===== src/sv/fve_pkg.sv =====
// shared types, codes and instrument rom of the fm voice envelope engine
package fve_pkg;

    typedef enum logic [2:0] {
        MODE_TICK    = 3'd0,
        MODE_KEY_ON  = 3'd1,
        MODE_KEY_OFF = 3'd2,
        MODE_LOAD    = 3'd3,
        MODE_SILENCE = 3'd4
    } mode_t;

    typedef enum logic [1:0] {
        KIND_AMP      = 2'd0,
        KIND_PITCH    = 2'd1,
        KIND_FEEDBACK = 2'd2
    } kind_t;

    typedef enum logic {
        ST_IDLE = 1'b0,
        ST_RUN  = 1'b1
    } ctrl_state_t;

    // controller to datapath
    typedef struct packed {
        logic  latch;
        logic  step;
        logic  last;
        mode_t mode;
    } dp_cmd_t;

    typedef struct packed {
        logic [0:3][7:0] start;
        logic [0:3][7:0] decay;
        logic [0:3][7:0] sustain;
        logic [0:3][7:0] transpose;
        logic [7:0]      feedback;
        logic [7:0]      offset;
    } voice_t;

    localparam int RomDepth = 8;
    localparam logic [7:0] AmpSilent = 8'h80;

    localparam voice_t VOICE_ROM [RomDepth] = '{
        '{'{8'h30,8'h40,8'h40,8'hc0}, '{8'h04,8'h02,8'h10,8'h03},
          '{8'h04,8'h02,8'h10,8'h60}, '{8'd0,8'd0,8'd0,8'd0},     8'd0, 8'h00},
        '{'{8'h6f,8'h40,8'h68,8'hc0}, '{8'h00,8'hff,8'h02,8'h08},
          '{8'h00,8'h00,8'h40,8'h10}, '{8'd12,8'd36,8'd0,8'd24},  8'd8, 8'hf4},
        '{'{8'h58,8'h88,8'h58,8'hc0}, '{8'h18,8'h08,8'h04,8'h03},
          '{8'h18,8'h08,8'h04,8'h04}, '{8'd28,8'd12,8'd0,8'd12},  8'd0, 8'he8},
        '{'{8'h88,8'h8f,8'h8f,8'he0}, '{8'h18,8'h02,8'h04,8'h05},
          '{8'h18,8'h08,8'h08,8'h00}, '{8'd36,8'd0,8'd0,8'd0},    8'd8, 8'hf8},
        '{'{8'h60,8'h40,8'h01,8'h60}, '{8'h00,8'hff,8'hf8,8'hff},
          '{8'h00,8'h60,8'h60,8'h60}, '{8'd12,8'd36,8'd12,8'd24}, 8'd4, 8'he8},
        '{'{8'h00,8'h00,8'h40,8'he0}, '{8'h00,8'h00,8'h04,8'h06},
          '{8'h00,8'h00,8'h00,8'h40}, '{8'd12,8'd36,8'd12,8'd24}, 8'd0, 8'hf4},
        '{'{8'h50,8'h30,8'h50,8'he0}, '{8'h02,8'h03,8'h01,8'h04},
          '{8'h00,8'h00,8'h00,8'h00}, '{8'd0,8'd24,8'd0,8'd19},   8'd2, 8'h00},
        '{'{8'h00,8'h00,8'h00,8'he0}, '{8'h00,8'h00,8'h00,8'h12},
          '{8'h00,8'h00,8'h00,8'h00}, '{8'd0,8'd0,8'd0,8'd0},     8'd0, 8'h00}
    };

    function automatic logic [7:0] amp_code(input logic [7:0] a);
        amp_code = {1'b1, a[7:1]};
    endfunction

endpackage


===== src/sv/fve_ctrl.sv =====
// command sequencer of the fm voice envelope engine
module fve_ctrl #(
    parameter int CHANNELS = 4,
    parameter int OPS      = 16,
    parameter int IW       = 4
) (
    input  logic                  clk,
    input  logic                  rst_n,
    input  logic                  in_valid,
    output logic                  in_ready,
    input  logic [2:0]            mode,
    input  logic [1:0]            channel,
    input  logic                  out_free,
    input  logic [CHANNELS-1:0]   held_mask,
    output fve_pkg::dp_cmd_t      cmd,
    output logic [IW-1:0]         idx
);
    import fve_pkg::*;

    localparam int CW = (CHANNELS > 1) ? $clog2(CHANNELS) : 1;

    ctrl_state_t state_reg, state_next;
    mode_t       mode_reg, mode_next;
    logic [IW-1:0] cnt_reg, cnt_next;

    logic [CW-1:0]       tick_ch;
    logic                tick_held;
    logic [CHANNELS-1:0] upper;
    logic                ch_ok;

    always_ff @(posedge clk or negedge rst_n)
    begin
        if (!rst_n)
        begin
            state_reg <= ST_IDLE;
            mode_reg  <= MODE_TICK;
            cnt_reg   <= '0;
        end
        else
        begin
            state_reg <= state_next;
            mode_reg  <= mode_next;
            cnt_reg   <= cnt_next;
        end
    end

    assign idx       = cnt_reg;
    assign tick_ch   = CW'(cnt_reg >> 2);
    assign tick_held = held_mask[tick_ch];
    assign upper     = (held_mask >> tick_ch) >> 1;
    assign ch_ok     = (int'(channel) < CHANNELS);

    always_comb
    begin
        state_next = state_reg;
        mode_next  = mode_reg;
        cnt_next   = cnt_reg;
        in_ready   = (state_reg == ST_IDLE);
        cmd.latch  = 1'b0;
        cmd.step   = 1'b0;
        cmd.last   = 1'b0;
        cmd.mode   = mode_reg;
        unique case (state_reg)
            ST_IDLE:
            begin
                if (in_valid)
                begin
                    cmd.latch = 1'b1;
                    mode_next = mode_t'(mode);
                    cnt_next  = '0;
                    unique case (mode_t'(mode))
                        MODE_TICK:    state_next = (held_mask != '0) ? ST_RUN : ST_IDLE;
                        MODE_SILENCE: state_next = ST_RUN;
                        MODE_KEY_ON, MODE_KEY_OFF, MODE_LOAD:
                            state_next = ch_ok ? ST_RUN : ST_IDLE;
                        default:      state_next = ST_IDLE;
                    endcase
                end
            end
            ST_RUN:
            begin
                unique case (mode_reg)
                    MODE_TICK:
                    begin
                        // unheld channels are walked past without a transfer
                        if (!tick_held || out_free)
                        begin
                            cmd.step = tick_held;
                            cmd.last = tick_held && (cnt_reg[1:0] == 2'b11)
                                       && (upper == '0);
                            cnt_next = cnt_reg + 1'b1;
                            if (cmd.last || cnt_reg == IW'(OPS - 1))
                                state_next = ST_IDLE;
                        end
                    end
                    MODE_KEY_ON:
                    begin
                        if (out_free)
                        begin
                            cmd.step = 1'b1;
                            cmd.last = (cnt_reg == IW'(7));
                            cnt_next = cnt_reg + 1'b1;
                            if (cmd.last)
                                state_next = ST_IDLE;
                        end
                    end
                    MODE_SILENCE:
                    begin
                        if (out_free)
                        begin
                            cmd.step = 1'b1;
                            cmd.last = (cnt_reg == IW'(OPS - 1));
                            cnt_next = cnt_reg + 1'b1;
                            if (cmd.last)
                                state_next = ST_IDLE;
                        end
                    end
                    MODE_KEY_OFF, MODE_LOAD:
                    begin
                        if (out_free)
                        begin
                            cmd.step   = 1'b1;
                            cmd.last   = 1'b1;
                            state_next = ST_IDLE;
                        end
                    end
                    default: state_next = ST_IDLE;
                endcase
            end
            default: state_next = ST_IDLE;
        endcase
    end

`ifndef NO_ASSERTIONS
    a_step_needs_room: assert property (@(posedge clk) disable iff (!rst_n)
        cmd.step |-> out_free) else $error("step without free output register");
    a_idle_no_step: assert property (@(posedge clk) disable iff (!rst_n)
        (state_reg == ST_IDLE) |-> !cmd.step) else $error("step while idle");
    a_last_ends: assert property (@(posedge clk) disable iff (!rst_n)
        (cmd.step && cmd.last) |=> (state_reg == ST_IDLE))
        else $error("still running after last transfer");
`endif

endmodule


===== src/sv/fve_datapath.sv =====
// operator state, envelope step and output register of the fm voice engine
module fve_datapath #(
    parameter int CHANNELS    = 4,
    parameter int INSTRUMENTS = 8,
    parameter int NOTE_LIMIT  = 107,
    parameter int OPS         = 16,
    parameter int IW          = 4
) (
    input  logic                  clk,
    input  logic                  rst_n,
    input  fve_pkg::dp_cmd_t      cmd,
    input  logic [IW-1:0]         idx,
    input  logic [1:0]            channel,
    input  logic [7:0]            note,
    input  logic [3:0]            instrument,
    input  logic [7:0]            volume,
    input  logic                  out_ready,
    output logic                  out_valid,
    output logic [1:0]            write_kind,
    output logic [3:0]            slot,
    output logic [7:0]            value,
    output logic                  last,
    output logic                  out_free,
    output logic [CHANNELS-1:0]   held_mask
);
    import fve_pkg::*;

    localparam int OPW = $clog2(OPS);
    localparam int CW  = (CHANNELS > 1) ? $clog2(CHANNELS) : 1;

    logic [7:0] start_reg     [OPS];
    logic [7:0] decay_reg     [OPS];
    logic [7:0] sustain_reg   [OPS];
    logic [7:0] transpose_reg [OPS];
    logic [7:0] amp_reg       [OPS];
    logic [7:0] offset_reg    [CHANNELS];
    logic [CHANNELS-1:0] held_reg;

    logic [1:0] ch_reg;
    logic [7:0] note_reg, vol_reg;
    logic [3:0] inst_reg;

    logic       out_valid_reg;
    logic [1:0] kind_reg;
    logic [3:0] slot_reg;
    logic [7:0] value_reg, res_value;
    logic       last_reg;
    logic [1:0] res_kind;
    logic [3:0] res_slot;

    logic [OPW-1:0] op;
    logic [CW-1:0]  ch_idx;
    logic [7:0]     a, d, s, neg_d, env_next, diff, n_sum, m_sum, pitch;
    logic [8:0]     rise;
    voice_t         voice;
    logic [15:0]    start_prod, sus_prod;
    logic [OPW-1:0] base_op;

    assign ch_idx  = CW'(ch_reg);
    assign base_op = OPW'({ch_reg, 2'b00});

    always_comb
    begin
        unique case (cmd.mode)
            MODE_TICK, MODE_SILENCE: op = OPW'(idx);
            MODE_KEY_OFF:            op = OPW'({ch_reg, 2'b11});
            default:                 op = OPW'({ch_reg, idx[1:0]});
        endcase
    end

    // envelope step toward sustain
    assign a     = amp_reg[op];
    assign d     = decay_reg[op];
    assign s     = sustain_reg[op];
    assign neg_d = 8'(9'd256 - {1'b0, d});
    assign rise  = {1'b0, a} + {1'b0, neg_d};
    assign diff  = a - s;

    always_comb
    begin
        priority if (d[7])
            env_next = (rise[8] || rise[7:0] > s) ? s : rise[7:0];
        else if (a > s)
            env_next = (diff > d) ? (a - d) : s;
        else
            env_next = s;
    end

    assign n_sum = note_reg + offset_reg[ch_idx];
    assign m_sum = transpose_reg[op] + n_sum;
    assign pitch = (m_sum > 8'(NOTE_LIMIT)) ? 8'(NOTE_LIMIT) : m_sum;

    always_comb
    begin
        if (int'(inst_reg) >= INSTRUMENTS)
            voice = VOICE_ROM[0];
        else if (int'(inst_reg) >= RomDepth)
            voice = '0;
        else
            voice = VOICE_ROM[inst_reg[2:0]];
    end

    assign start_prod = voice.start[3] * vol_reg;
    assign sus_prod   = voice.sustain[3] * vol_reg;

    always_comb
    begin
        res_kind  = KIND_AMP;
        res_slot  = 4'(op);
        res_value = AmpSilent;
        unique case (cmd.mode)
            MODE_TICK: res_value = amp_code(env_next);
            MODE_KEY_ON:
            begin
                if (!idx[2])
                begin
                    res_kind  = KIND_PITCH;
                    res_value = pitch;
                end
                else
                    res_value = amp_code(start_reg[op]);
            end
            MODE_LOAD:
            begin
                res_kind  = KIND_FEEDBACK;
                res_slot  = 4'(ch_reg);
                res_value = {voice.feedback[4:0], 3'b000} + 8'h80;
            end
            default: res_value = AmpSilent;
        endcase
    end

    always_ff @(posedge clk)
    begin
        if (cmd.latch)
        begin
            ch_reg   <= channel;
            note_reg <= note;
            inst_reg <= instrument;
            vol_reg  <= volume;
        end
    end

    always_ff @(posedge clk or negedge rst_n)
    begin
        if (!rst_n)
        begin
            for (int i = 0; i < OPS; i++)
            begin
                start_reg[i]     <= '0;
                decay_reg[i]     <= '0;
                sustain_reg[i]   <= '0;
                transpose_reg[i] <= '0;
                amp_reg[i]       <= '0;
            end
            for (int c = 0; c < CHANNELS; c++)
                offset_reg[c] <= '0;
            held_reg <= '0;
        end
        else if (cmd.step)
        begin
            unique case (cmd.mode)
                MODE_TICK: amp_reg[op] <= env_next;
                MODE_KEY_ON:
                begin
                    if (idx[2])
                        amp_reg[op] <= start_reg[op];
                    if (cmd.last)
                        held_reg[ch_idx] <= 1'b1;
                end
                MODE_KEY_OFF:
                begin
                    amp_reg[op]      <= '0;
                    held_reg[ch_idx] <= 1'b0;
                end
                MODE_LOAD:
                begin
                    offset_reg[ch_idx] <= voice.offset;
                    for (int k = 0; k < 4; k++)
                    begin
                        decay_reg[base_op + OPW'(k)]     <= voice.decay[k];
                        transpose_reg[base_op + OPW'(k)] <= voice.transpose[k];
                    end
                    for (int k = 0; k < 3; k++)
                    begin
                        start_reg[base_op + OPW'(k)]   <= voice.start[k];
                        sustain_reg[base_op + OPW'(k)] <= voice.sustain[k];
                    end
                    // carrier levels scaled by volume/128
                    start_reg[base_op + OPW'(3)]   <= start_prod[14:7];
                    sustain_reg[base_op + OPW'(3)] <= sus_prod[14:7];
                end
                MODE_SILENCE:
                begin
                    amp_reg[op] <= '0;
                    if (cmd.last)
                        held_reg <= '0;
                end
                default: held_reg <= held_reg;
            endcase
        end
    end

    always_ff @(posedge clk or negedge rst_n)
    begin
        if (!rst_n)
            out_valid_reg <= 1'b0;
        else if (cmd.step)
            out_valid_reg <= 1'b1;
        else if (out_ready)
            out_valid_reg <= 1'b0;
    end

    always_ff @(posedge clk)
    begin
        if (cmd.step)
        begin
            kind_reg  <= res_kind;
            slot_reg  <= res_slot;
            value_reg <= res_value;
            last_reg  <= cmd.last;
        end
    end

    assign out_valid  = out_valid_reg;
    assign write_kind = kind_reg;
    assign slot       = slot_reg;
    assign value      = value_reg;
    assign last       = last_reg;
    assign out_free   = !out_valid_reg || out_ready;
    assign held_mask  = held_reg;

endmodule


===== src/sv/fm_voice_envelope_engine.sv =====
// fm voice envelope engine: one command in, its register writes out one per cycle while
// the output is not stalled; the input transfer starts the sequencer and each step loads
// the registered output; key_on, key_off, load and silence_all step through their writes,
// tick walks operators in order up to the last held one and passes unheld channels by;
// commands with no result go straight back to idle, where alone a new command is taken;
// output stalls hold the sequencer; reset clears all operator state and the held mask
module fm_voice_envelope_engine #(
    parameter int CHANNELS    = 4,
    parameter int INSTRUMENTS = 8,
    parameter int NOTE_LIMIT  = 107
) (
    input  logic       clk,
    input  logic       rst_n,
    input  logic       in_valid,
    output logic       in_ready,
    input  logic [2:0] mode,
    input  logic [1:0] channel,
    input  logic [7:0] note,
    input  logic [3:0] instrument,
    input  logic [7:0] volume,
    output logic       out_valid,
    input  logic       out_ready,
    output logic [1:0] write_kind,
    output logic [3:0] slot,
    output logic [7:0] value,
    output logic       last
);
    import fve_pkg::*;

    localparam int OPS = CHANNELS * 4;
    localparam int OPW = $clog2(OPS);
    localparam int IW  = (OPW > 3) ? OPW : 3;

    dp_cmd_t             cmd;
    logic [IW-1:0]       idx;
    logic                out_free;
    logic [CHANNELS-1:0] held_mask;

    fve_ctrl #(
        .CHANNELS (CHANNELS),
        .OPS      (OPS),
        .IW       (IW)
    ) u_ctrl (
        .clk       (clk),
        .rst_n     (rst_n),
        .in_valid  (in_valid),
        .in_ready  (in_ready),
        .mode      (mode),
        .channel   (channel),
        .out_free  (out_free),
        .held_mask (held_mask),
        .cmd       (cmd),
        .idx       (idx)
    );

    fve_datapath #(
        .CHANNELS    (CHANNELS),
        .INSTRUMENTS (INSTRUMENTS),
        .NOTE_LIMIT  (NOTE_LIMIT),
        .OPS         (OPS),
        .IW          (IW)
    ) u_datapath (
        .clk        (clk),
        .rst_n      (rst_n),
        .cmd        (cmd),
        .idx        (idx),
        .channel    (channel),
        .note       (note),
        .instrument (instrument),
        .volume     (volume),
        .out_ready  (out_ready),
        .out_valid  (out_valid),
        .write_kind (write_kind),
        .slot       (slot),
        .value      (value),
        .last       (last),
        .out_free   (out_free),
        .held_mask  (held_mask)
    );

endmodule


===== config.mk =====
export PLATFORM = sky130hd
export DESIGN_NAME = fm_voice_envelope_engine
export DESIGN_NICKNAME = d
export VERILOG_FILES = /design/src/sv/fve_pkg.sv /design/src/sv/fve_ctrl.sv /design/src/sv/fve_datapath.sv /design/src/sv/fm_voice_envelope_engine.sv
export SDC_FILE = /design/constraint.sdc
export NUM_CORES = 1
export LEC_CHECK = 0
export ABC_CLOCK_PERIOD_IN_PS = 9700
export BUFFER_PORTS_ARGS = -buffer_cell sky130_fd_sc_hd__buf_4
export CORE_ASPECT_RATIO = 1.25
export CORE_UTILIZATION = 55
export CTS_CLUSTER_DIAMETER = 80
export DETAILED_ROUTE_END_ITERATION = 8
export GPL_TIMING_DRIVEN = 0
export PLACE_DENSITY = 0.71
export SLEW_MARGIN = 20
export SYNTH_ARGS = -nofsm -noshare
export SYNTH_HDL_FRONTEND = slang
export SYNTH_SLANG_ARGS = --single-unit

===== constraint.sdc =====
create_clock -name clk -period 9.7 [get_ports clk]
set_input_delay 1.94 -clock clk [delete_from_list [all_inputs] [get_ports clk]]
set_output_delay 1.94 -clock clk [all_outputs]
set_load 0.01 [all_outputs]

* Word-level counts from Yosys, hierarchy flattened *
Memories as Yosys holds them, arrays and structs flattened.
Index checks and enable logic that the tools add are counted.

cells by class
  add/subtract/negate cells = 11
  multipliers = 2
  $lt $le $gt $ge = 21
  equal/unequal tests = 18
  shift operators = 1
  multiplexer cells = 99
  bitwise gates (word level) = 13
  reduce and logical (&&, ||, !) cells = 32

operator list
  cell                                                         number
  bitwise mux 128 bit                                          18
  two-way mux 144 bit                                          3
  one-hot mux 128 bit (3 select lines)                         1
  two-way mux 8 bit                                            24
  binary-select mux 8 bit (select 4 bit)                       5
  demux 8 bit (select 4 bit)                                   5
  AND 128 bit                                                  1
  two-way mux 128 bit                                          1
  inverter 128 bit                                             1
  bitwise mux 32 bit                                           1
  multiplier 8 x 8 -> 15 bit                                   2
  greater-or-equal comparator 5 bit (second input constant)    5
  less-than comparator 5 x 1 -> 1 bit (second input constant)  5
  inverter 4 -> 5 bit                                          5
  greater-than comparator 8 bit                                3
  one-hot mux 4 bit (2 select lines)                           3
  one-hot mux 8 bit (3 select lines)                           1
  two-way mux 4 bit                                            5
  adder 8 bit                                                  2
  binary-select mux 8 bit (select 2 bit)                       1
  demux 8 bit (select 2 bit)                                   1
  two-way mux 1 bit                                            16
  subtractor 8 bit                                             2
  equality test 3 x 2 -> 1 bit (second input constant)         4
  other kinds (48)                                             82

storage, ports and cells
  bits in registers = 722
  ROM bits = 1152
  input port bits = 29
  output and inout bits = 17
  word-level logic and storage cells = 296
  memories kept = 1

memory list
  memory            depth  bits a word  read ports  clocked after Yosys merged registers in  write ports  RTL line             text
  (name not given)  8      144          1           0                                        0            fve_datapath.sv:100  voice = VOICE_ROM[inst_reg[2:0]];

* Logic depth before layout (Yosys ltp) *
Gate-level depths: netlist (run 1).

  depth in word-level cells = 15
  gate-level depth with buffers = 33
  mapped depth without buffers = 26

* Modules after synthesis *
From an unflattened synthesis (run 1), not the netlist that was laid out.

second synthesis, totals
  cell total of the unflattened synthesis = 2686
  area, all modules = 23496.3 µm²

modules (own cells, without submodules)
  module        instances  cells an instance  area an instance (µm²)  seq. area each (µm²)
  fve_datapath  1          2614               22883.2                 9744.3
  fve_ctrl      1          72                 613.1                   200.2

* Worst setup path before layout (run 1) *
OpenSTA, ideal clock, no wires.

  path type = flip-flop to flip-flop
  start = register u_ctrl.cnt_reg[0], in the netlist u_ctrl.idx[0]
  end = register u_datapath.amp_reg[45] (netlist bit)
  setup time = 0.133 ns
  data arrival time = 6.724 ns
  required time = 9.567 ns
  slack = 2.843 ns
  cell stages (with the launch flop) = 28
  buffers on the path = 9
  clock period less this slack = 6.857 ns
  cell sequence = dfrtp_1 buf_2 buf_1 buf_1 clkbuf_1 clkbuf_1 buf_1 clkbuf_1 a21oi_1 nor4_1 ha_1 a21o_1 a21o_1 a21o_1 a21o_1 a21o_1 a21oi_1 xnor2_1 ha_1 nand4_1 or2_2 a221o_1 a211oi_2 buf_6 mux2i_1 a211oi_2 buf_4 a21oi_1

between the ends
  word-level cells in the longest chain between the ends = 13
  elaborated cells between the ends (all ways) = 37
  classes of those cells = 4 x add/sub; 5 x order compare; 23 x mux; 3 x bitwise; 2 x reduce/logical

ends and longest elaborated chain
  element                                               RTL line             text
  from (decl)                                           fve_ctrl.sv:24       logic [IW-1:0] cnt_reg, cnt_next;
  from (signal assigned)                                fve_ctrl.sv:43       cnt_reg <= cnt_next;
  one-hot mux 4 bit (2 select lines) (*)                fve_datapath.sv:64   unique case (cmd.mode)
  inverter 4 -> 5 bit (implied by the code) (*)         --
  binary-select mux 8 bit (select 4 bit)                fve_datapath.sv:73   assign d = decay_reg[op];
  two-way mux 8 bit (implied by the code) (2 in a row)  fve_datapath.sv:73
  subtractor 1 x 8 -> 8 bit                             fve_datapath.sv:75   assign neg_d = 8'(9'd256 - {1'b0, d});
  adder 8 x 8 -> 9 bit                                  fve_datapath.sv:76   assign rise = {1'b0, a} + {1'b0, neg_d};
  greater-than comparator 8 bit                         fve_datapath.sv:82   env_next = (rise[8] || rise[7:0] > s) ? s : rise[7:0];
  logical OR 1 bit                                      fve_datapath.sv:82
  two-way mux 8 bit                                     fve_datapath.sv:82
  two-way mux 8 bit                                     fve_datapath.sv:81   priority if (d[7])
  bitwise mux 128 bit                                   fve_datapath.sv:163  MODE_TICK: amp_reg[op] <= env_next;
  one-hot mux 128 bit (3 select lines) (*)              fve_datapath.sv:162  unique case (cmd.mode)
  to (signal, indexed assignment)                       fve_datapath.sv:163
  to (signal, indexed assignment)                       fve_datapath.sv:167  amp_reg[op] <= start_reg[op];
  to (decl)                                             fve_datapath.sv:35   logic [7:0] amp_reg [OPS];

Every way passes the cells marked *; elsewhere a longest branch is shown, timed or not. The select of a mux whose other input is x is not followed.
A chain may end at the register's enable or synchronous reset.

* Final worst setup path (run 1) *
  start = register u_ctrl.cnt_reg[0], in the netlist u_ctrl.idx[0]
  end = register u_datapath.amp_reg[39] (netlist bit)

The elaborated chain is that of the path after synthesis.

==> results of run 1 <==
## worst max-delay path, delay by kind of cell (launching register included)
kind | cells | cell delay [ps]
buffers and inverters | 8 | 3860
flip-flops | 1 | 520
adder cells (fa/ha/maj) | 3 | 870
XOR/XNOR | 1 | 330
AND/OR/NAND/NOR | 5 | 1240
AO/OA/AOI/OAI | 10 | 2560
## routing by layer
layer  part of all wire [%]  global-route usage [%]  up-vias
li1                       -                       -     9415
met1                     34                    51.3    10827
met2                     46                    73.3     1378
met3                    9.8                    13.8      483
met4                    9.6                    38.6        8
met5                  0.052                       0        -
## final cells by class
| cell class | instances | share of cell area (%) |
|---|---|---|
| antenna | 2 | 0.0194 |
| buffer | 167 | 2.73 |
| clock buffer | 62 | 4.81 |
| clock inverter | 15 | 0.919 |
| inverter | 95 | 1.39 |
| multi-input combinational | 1974 | 46.9 |
| sequential | 390 | 38.6 |
| tap | 552 | 2.68 |
| timing repair buffer | 52 | 1.94 |
## cells by family after synthesis
kind of cell             synth area share (%)
AND/OR/NAND/NOR                          17.1
AO/OA/AOI/OAI                            20.7
flip-flops                               43.3
buffers and inverters                    4.53
adder cells (fa/ha/maj)                  8.26
multiplexers                             4.24
XOR/XNOR                                 1.83
other                                  0.0327
## power groups by stage
stage	Combinational, W	Clock (W)	Sequential [W]
after floorplan	0.00484	0	0.00251
after global placement	0.00686	0	0.00264
after detailed placement	0.00711	0	0.00266
after CTS	0.00716	0.00172	0.00263
after global routing	0.00789	0.00179	0.00270
final	0.00744	0.00173	0.00266
## path summary, 6_finish.rpt
kind	start	endpoint	cells past startpoint
max in group asynchronous	rst_n	u_datapath.start_reg[0]	3
min	u_datapath.decay_reg[10]	u_datapath.decay_reg[10]	2
max reg2reg	u_ctrl.idx[0]	u_datapath.amp_reg[39]	27
max	u_ctrl.idx[0]	u_datapath.amp_reg[39]	27
min in group asynchronous	rst_n	u_datapath.out_valid	1
min reg2reg	u_datapath.decay_reg[10]	u_datapath.decay_reg[10]	2
## metrics by stage
stage                     setup slack [ps]  cells  TNS [ps]
after detailed placement             -79.4   3230      -494
after global placement                -617   3223    -44640
final                                  157   3309         0
after floorplan                       2840   2626         0
after global routing                  26.7   3307         0
after CTS                              107   3307         0
## Yosys cell counts (8+ instances only)
cell	number	area share (%)
o21bai_1	9	0.29
and3_1	11	0.30
and2_1	30	0.82
o22ai_1	53	1.4
xor2_1	14	0.53
nand2_1	502	8.2
dfrtp_1	353	38
o21ai_0	234	5.1
a211oi_1	12	0.39
nand3_1	20	0.44
a21o_1	18	0.59
nand4_1	10	0.27
buf_2	19	0.41
nor2_1	237	3.9
nand2b_1	19	0.52
o211ai_1	8	0.26
clkbuf_1	119	1.9
a22oi_1	15	0.49
nor4_1	12	0.33
mux2i_1	60	2.6
fa_1	25	2.2
or3_1	12	0.33
a31oi_1	47	1.3
inv_1	92	1.5
a21oi_1	246	5.4
nor3_1	16	0.35
mux2_2	18	0.88
xnor2_1	34	1.3
edfxtp_1	37	4.8
a221oi_1	18	0.69
buf_1	21	0.34
a22o_1	36	1.4
ha_1	110	6.0
nor2b_1	23	0.63
==> flow_summary_export.csv, run 1 <==
group,metric,value,unit
run_status,outcome,"finished, final reports clean",
critical_path,arrival,10000,ps
critical_path,path_common_cell,"a21oi_1",
logic_synthesis,synth_cell_type_count,89,
detailed_routing,drc_errors,0,
critical_path,worstSetupPathType,"reg -> reg",
cts,root_buffer,"clkbuf_16",
min_path,worstHoldPathType,"reg -> reg",
cells_and_area,ff_latch_area,9940,µm²
cells_and_area,layout_commonest_cell,"nand2_1",
detailed_routing,ant_nets,0,
detailed_routing,viasPerCell,6.68,
sta,min_period,9540,ps
logic_synthesis,synth_ff_type,"dfrtp_1",
place,hpwl,72100,µm
logic_synthesis,postSynthCellCount,2626,
place,port_buffers,45,
logic_synthesis,ys_ff_latch,390,
power,power_density,460,nW/µm²
cells_and_area,final_cell_area,25700,µm²
power,switchingPower,0.00606,W
logic_synthesis,synth_edf_count,37,
cells_and_area,areaGrowthSynthToFinish,12.0,%
sta,fmax,105,MHz
die,start_util,55.9,%
critical_path,ff2ff_setup_slack,160,ps
critical_path,end_kind,"register",
cts,htree_levels,2,
die,io_pins,46,
cells_and_area,nets,2886,
critical_path,required,10160,ps
grt,track_usage,46.4,%
grt,antenna_found_initial,7,
power,p_leak,11.7,nW
critical_path,worstPathMaxFanout,10,
power,seqPwrFrac,22.5,%
die,die_area,42600,µm²
sta,hold-worst-slack,476,ps
critical_path,slowest_stage,"buf_1",
cells_and_area,fillCellCount,3667,
critical_path,cp-start-kind,"register",
sta,fin_crit_sh,98.4,%
die,core-area,41100,µm²
logic_synthesis,avgSynthCellArea,8.75,µm²
grt,grt_pass1_vias,21666,
sta,drv_slew,0,
die,die_w,185,µm
detailed_routing,drt_iter0_markers,2723,
detailed_routing,first_pass_iters,8,
power,combPwrFrac,62.9,%
flow_run,maxCapViolations,0,
cts,cts_tree,"done",
sta,rsz0062_at_grt,"no",
die,rows,83,
logic_synthesis,synth_nets,2790,
cts,holdBufCountCts,0,
detailed_routing,vias,22111,
cts,cts.path.max_buffers,3,
logic_synthesis,async_reset_ff_share,90.5,%
grt,grt_max_degree,84,
detailed_routing,routed_wirelength,97100,µm
critical_path,slowest_delay,710,ps
cells_and_area,final_util,62.6,%
sta,tightest_slew,1260,ps
die,die_y,231,µm
grt,grt_overflow_total,0,
power,swShare,51.2,%
sta,slew_headroom,15.3,%
power,power.share.clock,14.6,%
sta,finalHoldViolCount,0,
logic_synthesis,ys_seq_area_share,43.3,%
power,peakVddDrop,553,µV
cts,clkLatencyLatePin,610,ps
cells_and_area,largest_reg_flops,128,
place,place.gp.congestion,1.04,
cts,post-cts-setup-buffers,0,
grt,grt_pass1_wl,142000,µm
place,placed_area,24200,µm²
cells_and_area,drive_above_1_share,7.80,%
power,total_power,0.0118,W
cts,cts_made_buffers,42,
cts,clk_pin_slew_worst_paths,60,ps
sta,setup_violations,0,
detailed_routing,wire_per_inst,29.4,µm
cts,cts.sinks,390,
logic_synthesis,synth_warnings,0,
cts,cts_resized,1,
sta,skew,22.0,ps
power,internal_power,0.00578,W
cells_and_area,layout_common_cells,"nand2_1 (502), dfrtp_1 (353), a21oi_1 (246)",
cells_and_area,multiInputGateArea,12100,µm²
logic_synthesis,synth_area,23000,µm²
Power figures use the tool's default switching activity.
==> inputs of run 2 (changes only) <==
--- a/config.mk
+++ b/config.mk
@@ -13,6 +13,7 @@
 export DETAILED_ROUTE_END_ITERATION = 8
 export GPL_TIMING_DRIVEN = 0
 export PLACE_DENSITY = 0.71
+export REMOVE_ABC_BUFFERS = 1
 export SLEW_MARGIN = 20
 export SYNTH_ARGS = -nofsm -noshare
 export SYNTH_HDL_FRONTEND = slang
==> flow_summary_export.csv, run 2 (synthesized netlist as in run 1, its figures left out) <==
group,metric,value,unit
cells_and_area,final_util,62.6,%
critical_path,ff2ff_setup_slack,740,ps
sta,setup_violations,0,
detailed_routing,ant_nets,0,
detailed_routing,wire_per_inst,23.5,µm
cells_and_area,fillCellCount,3489,
cts,cts_resized,0,
detailed_routing,drt_iter0_markers,2394,
critical_path,slowest_stage,"nand2_1",
grt,grt_overflow_total,0,
place,port_buffers,45,
sta,drv_slew,0,
cts,clkLatencyLatePin,590,ps
grt,track_usage,35.8,%
sta,fin_crit_sh,92.3,%
critical_path,cp_num_cells,23,
cts,cts.path.max_buffers,3,
grt,grt_pass1_wl,116000,µm
critical_path,cp-start-kind,"register",
place,hpwl,51100,µm
detailed_routing,top_layer,"met4",
grt,grt_pass1_vias,20347,
sta,finalHoldViolCount,0,
cts,cts.sinks,390,
critical_path,worstSetupPathType,"reg -> reg",
critical_path,r2r-start,"u_ctrl.idx[1]",
run_status,outcome,"finished, final reports clean",
critical_path,path_buf_inv,2,
detailed_routing,vias,20518,
detailed_routing,route.met3.wl,6740,µm
critical_path,r2r_end,"u_datapath.amp_reg[100]",
critical_path,arrival,9350,ps
cells_and_area,areaGrowthSynthToFinish,12.0,%
critical_path,startpoint,"u_ctrl.idx[1]",
sta,skew,22.9,ps
cells_and_area,final_cell_area,25700,µm²
flow_run,maxCapViolations,0,
place,placed_cells,3091,
sta,rsz0062_at_grt,"no",
die,die_area,42600,µm²
grt,grt_max_degree,92,
sta,min_period,8960,ps
sta,slew_headroom,23.2,%
die,io_pins,46,
detailed_routing,routed_wirelength,74400,µm
cells_and_area,layout_commonest_cell,"nand2_1",
detailed_routing,drc_errors,0,
critical_path,cpLargestDelayFamily,"simple AND/OR/NAND/NOR gates",
cts,root_buffer,"clkbuf_16",
die,core-area,41100,µm²
critical_path,slowest_delay,1010,ps
cts,cts_made_buffers,42,
critical_path,required,10090,ps
cells_and_area,diodes,0,
cts,htree_levels,2,
cts,post-cts-setup-buffers,0,
cells_and_area,nets,2748,
cells_and_area,fin_cells,3169,
detailed_routing,viasPerCell,6.47,
critical_path,cp_cell_sequence,"clkinv_1 > nand2_1 > nor2_1 > a222oi_1 > o22ai_1 > or3_1 > nor3_1 > xor2_1 > ha_1 > o21ai_0 > a21oi_1 > nor4_1 > nor3_1 > xor2_1 > ha_1 > nand3_1 > or4_1 > a22oi_1 > clkbuf_4 > o21a_1 > nor2_1 > a211oi_2 > a21oi_1",
place,place.gp.congestion,0.967,
critical_path,worstPathMaxFanout,28,
die,die_w,185,µm
detailed_routing,wl_met1,27400,µm
sta,tightest_slew,1150,ps
cells_and_area,drive_above_1_share,9.32,%
detailed_routing,first_pass_iters,8,
critical_path,end_kind,"register",
grt,antenna_found_initial,0,
cells_and_area,layout_common_cells,"nand2_1 (497), dfrtp_1 (351), a21oi_1 (246)",
min_path,worstHoldPathType,"reg -> reg",
critical_path,worstRegToRegCells,23,
cts,clk_pin_slew_worst_paths,60,ps
die,die_y,231,µm
cts,holdBufCountCts,0,
die,start_util,55.9,%
cts,cts_tree,"done",
detailed_routing,met2_wirelength,35200,µm
place,placed_area,24300,µm²
cells_and_area,largest_reg_flops,128,
sta,hold-worst-slack,473,ps
critical_path,crit_path_end,"u_datapath.amp_reg[100]",
die,rows,83,
sta,fmax,112,MHz
==> run 2: cell type report <==
class | instances | area [µm²] | area share, %
clock buffers | 64 | 1310 | 5.08
clock inverters | 13 | 148 | 0.574
inverters | 95 | 357 | 1.39
multi-input cells | 1974 | 12200 | 47.5
flip-flops and latches | 390 | 9950 | 38.7
well taps | 552 | 691 | 2.68
repair buffers | 81 | 1050 | 4.09
==> run 2: layer usage <==
layer / track usage, % / vias to the layer above
met5: 0 / -
met4: 22.3 / 0
met3: 7.48 / 299
met2: 58.4 / 1167
met1: 43.2 / 9917
li1: - / 9135
==> run 2: metrics by stage <==
| stage | setup slack [ps] | setup TNS, ps |
|---|---|---|
| global route | 492 | 0 |
| global placement | -5950 | -728770 |
| CTS | 872 | 0 |
| finish | 745 | 0 |
| floorplan | -117 | -1650 |
| detailed placement | 934 | 0 |
==> run 2: worst min-delay path by stage <==
stage / from / to / slack [ps] / depth (start not counted)
floorplan: u_datapath.sustain_reg[64] / u_datapath.sustain_reg[64] / 440 / 2
global placement: u_datapath.sustain_reg[96] / u_datapath.sustain_reg[96] / 450 / 2
detailed placement: u_datapath.sustain_reg[96] / u_datapath.sustain_reg[96] / 460 / 2
CTS: u_datapath.sustain_reg[96] / u_datapath.sustain_reg[96] / 480 / 2
global route: u_datapath.start_reg[37] / u_datapath.start_reg[37] / 490 / 2
finish: u_datapath.transpose_reg[100] / u_datapath.transpose_reg[100] / 470 / 2
==> run 2: worst register-to-register path, stage by stage, from the launching register on <==
cell      delay [ps]
dfrtp_4          770
clkinv_1         860
nand2_1         1020
nor2_1           140
a222oi_1         350
o22ai_1          130
or3_1            580
nor3_1           480
xor2_1           160
ha_1             370
o21ai_0          140
a21oi_1          200
nor4_1            70
nor3_1           270
xor2_1           340
ha_1             230
nand3_1           90
or4_1            480
a22oi_1          440
clkbuf_4         320
o21a_1           170
nor2_1            80
a211oi_2         900
a21oi_1          170
Power of run 2 is left out: the tool's default activity adds up to more than one toggle a clock period on the data nets, which glitch-free logic cannot reach.
